--- src/rtl/kcl_pkg.sv ---
package kcl_pkg;

    localparam int PIN_DIGITS = 4;
    localparam int PIN_W      = 8 * PIN_DIGITS;
    localparam int CFG_W      = 32;

    localparam logic [CFG_W-1:0] DEFAULT_PIN_RST = 32'h3132_3334;

    localparam logic [7:0] KEY_CLEAR  = 8'h2A;  // '*'
    localparam logic [7:0] KEY_CHANGE = 8'h23;  // '#'
    localparam logic [7:0] KEY_ZERO   = 8'h30;  // '0'
    localparam logic [7:0] KEY_NINE   = 8'h39;  // '9'

    typedef logic [PIN_W-1:0] t_pin;

    localparam t_pin PIN_ZEROS = {PIN_DIGITS{KEY_ZERO}};
    localparam logic [2:0] CNT_LAST = 3'(PIN_DIGITS - 1);

    typedef enum logic [1:0] {
        MODE_NORMAL = 2'd0,
        MODE_VERIFY = 2'd1,
        MODE_NEWPIN = 2'd2
    } t_mode;

    typedef enum logic [3:0] {
        EV_IGNORED   = 4'd0,
        EV_DIGIT     = 4'd1,
        EV_CLEARED   = 4'd2,
        EV_CHANGE    = 4'd3,
        EV_OLD_OK    = 4'd4,
        EV_OLD_WRONG = 4'd5,
        EV_NEW_SAVED = 4'd6,
        EV_RESTORED  = 4'd7,
        EV_OPEN      = 4'd8,
        EV_REJECT    = 4'd9
    } t_event;

    typedef struct packed {
        t_event      event_res;
        logic        lock_open;
        logic [2:0]  digits_entered;
        t_mode       mode_now;
        logic        persist_write;
        logic [31:0] persist_value;
    } t_res;

endpackage

--- src/rtl/keypad_code_lock_controller_unit.sv ---
// Keypad code lock controller.
// Input channel: i_in_valid / o_in_stall carry one ASCII key code per transfer
// on i_key_code. Output channel: o_out_valid / i_out_stall carry one result per
// key: event code, latched lock position, digits held, mode, and the stored PIN
// with a flag that asks for it to be saved.
// Configuration: i_cfg_wr_en with i_cfg_wr_data writes the PIN that the all-zero
// code restores; write it only while no key is in flight.
// Path: a key is held in the input register; its state update then lands in the
// result register, which drives the output.
// Throughput: one key per cycle while the receiver does not stall; the state
// update is a single pass of compare and select logic between the two registers.
// Reset (synchronous, active low) empties both registers, closes the lock,
// returns to normal mode and loads the stored and default PIN with "1234".
// When the receiver stalls, the result holds on the output and the next key
// waits in the input register; o_in_stall rises once both are full.
module keypad_code_lock_controller_unit
    import kcl_pkg::*;
(
    input  logic        i_clk,
    input  logic        i_rst_n,
    input  logic        i_cfg_wr_en,
    input  logic [31:0] i_cfg_wr_data,
    input  logic        i_in_valid,
    output logic        o_in_stall,
    input  logic [7:0]  i_key_code,
    output logic        o_out_valid,
    input  logic        i_out_stall,
    output logic [3:0]  o_event_res,
    output logic        o_lock_open,
    output logic [2:0]  o_digits_entered,
    output logic [1:0]  o_mode_now,
    output logic        o_persist_write,
    output logic [31:0] o_persist_value
);

    logic       r_in_vld;
    logic [7:0] r_in_key;
    logic       r_out_vld;
    t_res       r_out;
    t_res       core_res;
    logic       advance;
    logic       in_take;

    // advance the held key once the result register is free or being drained
    assign advance    = r_in_vld && (!r_out_vld || !i_out_stall);
    assign o_in_stall = r_in_vld && !advance;
    assign in_take    = i_in_valid && !o_in_stall;

    kcl_core u_core (
        .i_clk         (i_clk),
        .i_rst_n       (i_rst_n),
        .i_cfg_wr_en   (i_cfg_wr_en),
        .i_cfg_wr_data (i_cfg_wr_data),
        .i_step        (advance),
        .i_key         (r_in_key),
        .o_res         (core_res)
    );

    always_ff @(posedge i_clk) begin
        if (!i_rst_n) begin
            r_in_vld  <= 1'b0;
            r_out_vld <= 1'b0;
        end else begin
            if (in_take) begin
                r_in_vld <= 1'b1;
            end else if (advance) begin
                r_in_vld <= 1'b0;
            end
            if (advance) begin
                r_out_vld <= 1'b1;
            end else if (!i_out_stall) begin
                r_out_vld <= 1'b0;
            end
        end
    end

    always_ff @(posedge i_clk) begin
        if (in_take) begin
            r_in_key <= i_key_code;
        end
        if (advance) begin
            r_out <= core_res;
        end
    end

    assign o_out_valid      = r_out_vld;
    assign o_event_res      = r_out.event_res;
    assign o_lock_open      = r_out.lock_open;
    assign o_digits_entered = r_out.digits_entered;
    assign o_mode_now       = r_out.mode_now;
    assign o_persist_write  = r_out.persist_write;
    assign o_persist_value  = r_out.persist_value;

endmodule

--- src/rtl/kcl_core.sv ---
module kcl_core
    import kcl_pkg::*;
(
    input  logic             i_clk,
    input  logic             i_rst_n,
    input  logic             i_cfg_wr_en,
    input  logic [CFG_W-1:0] i_cfg_wr_data,
    input  logic             i_step,
    input  logic [7:0]       i_key,
    output t_res             o_res
);

    logic [CFG_W-1:0] r_default_pin;
    t_mode            r_mode,  n_mode;
    logic [2:0]       r_cnt,   n_cnt;
    t_pin             r_entry, n_entry;
    t_pin             r_pin,   n_pin;
    logic             r_lock,  n_lock;
    t_event           n_event;
    logic             n_write;
    t_pin             shifted;

    always_ff @(posedge i_clk) begin
        if (!i_rst_n) begin
            r_default_pin <= DEFAULT_PIN_RST;
            r_mode        <= MODE_NORMAL;
            r_cnt         <= '0;
            r_entry       <= '0;
            r_pin         <= PIN_W'(DEFAULT_PIN_RST);
            r_lock        <= 1'b0;
        end else begin
            if (i_cfg_wr_en) begin
                r_default_pin <= i_cfg_wr_data;
            end
            if (i_step) begin
                r_mode  <= n_mode;
                r_cnt   <= n_cnt;
                r_entry <= n_entry;
                r_pin   <= n_pin;
                r_lock  <= n_lock;
            end
        end
    end

    assign shifted = PIN_W'({r_entry, i_key});

    always_comb begin
        n_mode  = r_mode;
        n_cnt   = r_cnt;
        n_entry = r_entry;
        n_pin   = r_pin;
        n_lock  = r_lock;
        n_event = EV_IGNORED;
        n_write = 1'b0;
        if (i_key == KEY_CLEAR) begin
            n_cnt   = '0;
            n_entry = '0;
            n_event = EV_CLEARED;
        end else if (i_key == KEY_CHANGE) begin
            if (r_mode == MODE_NORMAL) begin
                n_cnt   = '0;
                n_entry = '0;
                n_mode  = MODE_VERIFY;
                n_event = EV_CHANGE;
            end
        end else if (i_key >= KEY_ZERO && i_key <= KEY_NINE) begin
            n_entry = shifted;
            n_cnt   = r_cnt + 3'd1;
            n_event = EV_DIGIT;
            if (r_cnt == CNT_LAST) begin
                // full entry: act on it, then drop the buffer
                case (r_mode)
                    MODE_VERIFY: begin
                        if (shifted == r_pin) begin
                            n_mode  = MODE_NEWPIN;
                            n_event = EV_OLD_OK;
                        end else begin
                            n_lock  = 1'b0;
                            n_mode  = MODE_NORMAL;
                            n_event = EV_OLD_WRONG;
                        end
                    end
                    MODE_NEWPIN: begin
                        n_pin   = shifted;
                        n_write = 1'b1;
                        n_mode  = MODE_NORMAL;
                        n_event = EV_NEW_SAVED;
                    end
                    default: begin
                        if (shifted == PIN_ZEROS) begin
                            n_pin   = PIN_W'(r_default_pin);
                            n_write = 1'b1;
                            n_event = EV_RESTORED;
                        end else if (shifted == r_pin) begin
                            n_lock  = 1'b1;
                            n_event = EV_OPEN;
                        end else begin
                            n_lock  = 1'b0;
                            n_event = EV_REJECT;
                        end
                    end
                endcase
                n_cnt   = '0;
                n_entry = '0;
            end
        end
    end

    always_comb begin
        o_res.event_res      = n_event;
        o_res.lock_open      = n_lock;
        o_res.digits_entered = n_cnt;
        o_res.mode_now       = n_mode;
        o_res.persist_write  = n_write;
        o_res.persist_value  = 32'(n_pin);
    end

endmodule

--- config.mk ---
export PLATFORM = sky130hd
export DESIGN_NAME = keypad_code_lock_controller_unit
export DESIGN_NICKNAME = d
export VERILOG_FILES = /design/src/rtl/kcl_pkg.sv /design/src/rtl/keypad_code_lock_controller_unit.sv /design/src/rtl/kcl_core.sv
export SDC_FILE = /design/constraint.sdc
export NUM_CORES = 1
export LEC_CHECK = 0
export BUFFER_PORTS_ARGS = -buffer_cell sky130_fd_sc_hd__buf_2
export CAP_MARGIN = 20
export CORE_UTILIZATION = 44
export CTS_CLUSTER_DIAMETER = 200
export CTS_CLUSTER_SIZE = 25
export DETAILED_ROUTE_END_ITERATION = 10
export PLACE_DENSITY_LB_ADDON = 0.08
export REMOVE_ABC_BUFFERS = 1
export SLEW_MARGIN = 20
export SYNTH_ARGS = -nofsm -noshare
export SYNTH_HDL_FRONTEND = slang
export SYNTH_SLANG_ARGS = --single-unit
--- constraint.sdc ---
create_clock -name i_clk -period 2.2 [get_ports i_clk]
set_input_delay 0 -clock i_clk [delete_from_list [all_inputs] [get_ports i_clk]]
set_output_delay 0 -clock i_clk [all_outputs]
set_load 0.02 [all_outputs]
==> impl_metrics.json <==
{
  "slowest_stage": "edfxtp_1",
  "dr_total_vias": 5598,
  "timing.hold.ws_ns": 0.237,
  "p_per_area_nw_per_um2": 744,
  "p_leak_nw": 3.28,
  "first_global_vias": 5326,
  "clock_skew_ns": 0.00700,
  "grt_overflow": 0,
  "ir_worst_vdd_mv": 0.526,
  "dpl_cell_area_um2": 7560,
  "end_kind": "flip-flop",
  "clock_latency_ns": 0.42,
  "area_delta_synth_final_pct": 31.4,
  "crit_start": "r_in_key[2]$_DFFE_PP_",
  "yosysUniqueCellTypes": 54,
  "synth-edff-count": 51,
  "rr_worst_depth": 6,
  "chipHeight_um": 125,
  "ant_nets": 0,
  "worst-path-max-fanout": 13,
  "r2r_setup_slack_ns": 0.09,
  "hold_depth": 4,
  "dp_hpwl_mm": 11.9,
  "path_cells": "or3b_1, a211o_1, and2_4, nand2b_4, a32oi_1, nor2b_1",
  "fp.dieArea_um2": 15700,
  "cts_buffer_depth": 2,
  "critPathTopFamily": "simple AND/OR/NAND/NOR gates",
  "io_pins": 90,
  "chipWidth_um": 125,
  "final_nets": 878,
  "n_antenna_cell": 0,
  "finalHoldViolCount": 0,
  "worst_pin_slew_ns": 0.601,
  "min_from": "i_cfg_wr_en",
  "synth_area_um2": 6680,
  "drive_gt1_share_pct": 23.3,
  "min_path_type": "primary input to flip-flop",
  "worstPathArrival_ns": 2.42,
  "max_stage_delay_ns": 0.50,
  "ys_ff_latch": 147,
  "syn_avg_cell_area_um2": 9.91,
  "antenna_found_initial": 0,
  "setup_slack_ns": 0.0942,
  "worstSetupStartpointType": "flip-flop",
  "drv_slew": 0,
  "synthArstFlopShare_pct": 0,
  "synthCells": 674,
  "row_count": 44,
  "cts_buffers": 17,
  "fin_crit_ns": 2.11,
  "cts_sinks": 147,
  "ys_seq_area_share_pct": 51.7,
  "fin_crit_sh_pct": 95.7,
  "ys_warn_count": 0,
  "clkSlewWorstSetupHoldPaths_ns": 0.06,
  "status": "completed",
  "grt_max_degree": 45,
  "hold_path_end": "u_core.r_default_pin[5]$_SDFFE_PN1P_",
  "wl_per_cell_um": 17.4,
  "crit-reg2reg-launch": "r_in_key[2]$_DFFE_PP_",
  "ys.flop_type": "dfxtp_1",
  "first_pass_iters": 7,
  "fmax_ghz": 0.475,
  "core_area_um2": 14700,
  "gp_congestion": 0.854,
  "clock-root-buffer": "clkbuf_16",
  "grt_pass1_wl_mm": 28.3,
  "wl_mm": 17.8,
  "rsz0062_at_grt": "yes",
  "grt_usage_pct": 23.1,
  "dpl_worst_slack_ns": -0.139,
  "slew_headroom_pct": 59.9,
  "drt_iter0_drc": 444,
  "setup_viol": 0,
  "drc": 0,
  "start_util_pct": 45.4,
  "r2r_end": "u_core.r_cnt[1]$_SDFFE_PN0P_",
  "required_ns": 2.52,
  "total_power_w": 0.00653,
  "cts_tree": "built",
  "vias_per_cell": 5.47,
  "fin_tns_setup_ns": 0,
  "maxCapViolCount": 0,
  "htree_levels": 4,
  "final_cell_area_um2": 8780,
  "port_buffers": 89,
  "crit_buf_inv": 0,
  "critPathKind": "flip-flop to flip-flop"
}
## where the power goes
part | switching, W | internal, W
Clock | 0.00114 | 0.00211
Combinational | 0.000184 | 0.000185
Sequential | 0.0000383 | 0.00288
Total | 0.00136 | 0.00517
## cell usage after synthesis, types with 2 or more instances
master	instances	area share (%)
dfxtp_1	96	29
nand2_1	91	5.1
edfxtp_1	51	23
nor2_1	40	2.2
a21oi_1	37	2.8
clkbuf_1	37	2.1
mux2i_1	33	4.9
xnor2_1	33	4.3
a22oi_1	32	3.6
o21ai_0	29	2.2
nand3_1	27	2.0
nor2b_1	25	2.3
a21boi_0	19	2.1
o2bb2ai_1	19	2.5
o211ai_1	15	1.7
nand4_1	8	0.75
buf_2	7	0.52
o21ai_1	7	0.52
ha_1	6	1.1
inv_1	6	0.34
nor4b_1	5	0.66
and2_1	4	0.37
and3_1	4	0.37
buf_6	4	0.67
a21boi_1	3	0.34
nor4_1	3	0.28
buf_1	2	0.11
nand3b_1	2	0.22
nor3_1	2	0.15
nor4b_2	2	0.45
or3b_1	2	0.26
## what timing repair did
action | CTS | global route
endpoints found under the setup margin | 4 | 65
gates resized for setup | 1 | 19
endpoints found under the hold margin | 50 | 0
cloned | 0 | 1
buffers inserted | 0 | 2
pin swaps | 1 | 4
hold buffers | 43 | 0
## metal layers
| metal | wire [µm] | track usage, % | vias to the layer above |
|---|---|---|---|
| li1 | - | - | 2727 |
| met2 | 8240 | 37.6 | 154 |
| met4 | 384 | 7.39 | 0 |
| met1 | 8470 | 31.1 | 2686 |
| met3 | 716 | 4.24 | 31 |
| met5 | 0 | 0 | - |
## layout make-up
| type | count | area, µm² |
|---|---|---|
| tap | 184 | 230 |
| multi-input combinational | 471 | 3070 |
| fill | 1257 | 5920 |
| clock inverter | 13 | 200 |
| inverter | 7 | 26.3 |
| timing repair buffer | 183 | 1330 |
| clock buffer | 19 | 464 |
| sequential | 147 | 3450 |
## sequential cells by signal, summed over array words and instances, names as in the netlist
signal                flops
o_digits_entered          3
u_core.r_pin             32
u_core.r_lock             1
o_out_valid               1
u_core.r_cnt              3
o_persist_value          32
o_mode_now                2
r_in_vld                  1
u_core.r_mode             2
u_core.r_default_pin     32
o_persist_write           1
o_event_res               4
r_in_key                  8
u_core.r_entry           24
o_lock_open               1
## how the worst max path moves through the flow
| stage | depth (start not counted) | slack [ns] | end |
|---|---|---|---|
| after floorplan | 5 | -0.41 | o_event_res[1]$_SDFFCE_PP1P_ |
| after CTS | 6 | 0.03 | u_core.r_entry[17]$_SDFFE_PN0P_ |
| after global placement | 7 | -0.14 | u_core.r_lock$_SDFFE_PN0P_ |
| after detailed placement | 7 | -0.14 | u_core.r_lock$_SDFFE_PN0P_ |
| after global routing | 7 | -0.02 | o_persist_value[19]$_DFFE_PP_ |
| final | 6 | 0.09 | u_core.r_cnt[1]$_SDFFE_PN0P_ |
## worst min-delay path, stage by stage
cell,delay [ns]
buf_2,0.09
buf_4,0.29
mux2i_1,0.18
nand2_1,0.06
## layout by cell type (no fill, tap or decap), types with 5 or more instances in the layout
cell           count
a21boi_0          19
dlygate4sd3_1     43
a21oi_1           37
nor4b_2            5
mux2i_1           33
o211ai_1          15
xnor2_1           30
buf_2             89
ha_1               6
nor2_1            40
inv_1              5
buf_12             5
nand3_1           27
bufinv_16          5
nor2b_1           25
o21ai_0           26
dfxtp_1           96
buf_4             44
clkbuf_16         18
o21ai_1            9
edfxtp_1          51
nand2_1           90
a22oi_1           32
nand4_1            8
o2bb2ai_1         19
## per-stage QoR
| step | utilization, % | instances |
|---|---|---|
| 6_report | 59.7 | 1024 |
| 4_1_cts | 58.9 | 1021 |
| 3_3_place_gp | 51.5 | 946 |
| 5_1_grt | 59.7 | 1024 |
| 2_1_floorplan | - | 624 |
| 3_5_place_dp | 51.5 | 946 |
## kinds of logic after synthesis
logic type / Yosys count / share of synthesized area [%]
DFF: 147 / 51.7
AOI/OAI and AO/OA: 174 / 17.3
buffers and inverters: 57 / 3.78
muxes: 34 / 5.11
and+or+nand+nor: 223 / 16.6
xor gates and xnor gates: 33 / 4.33
adders and majority gates: 6 / 1.12
Note: power is estimated with default switching activity, not from simulation.
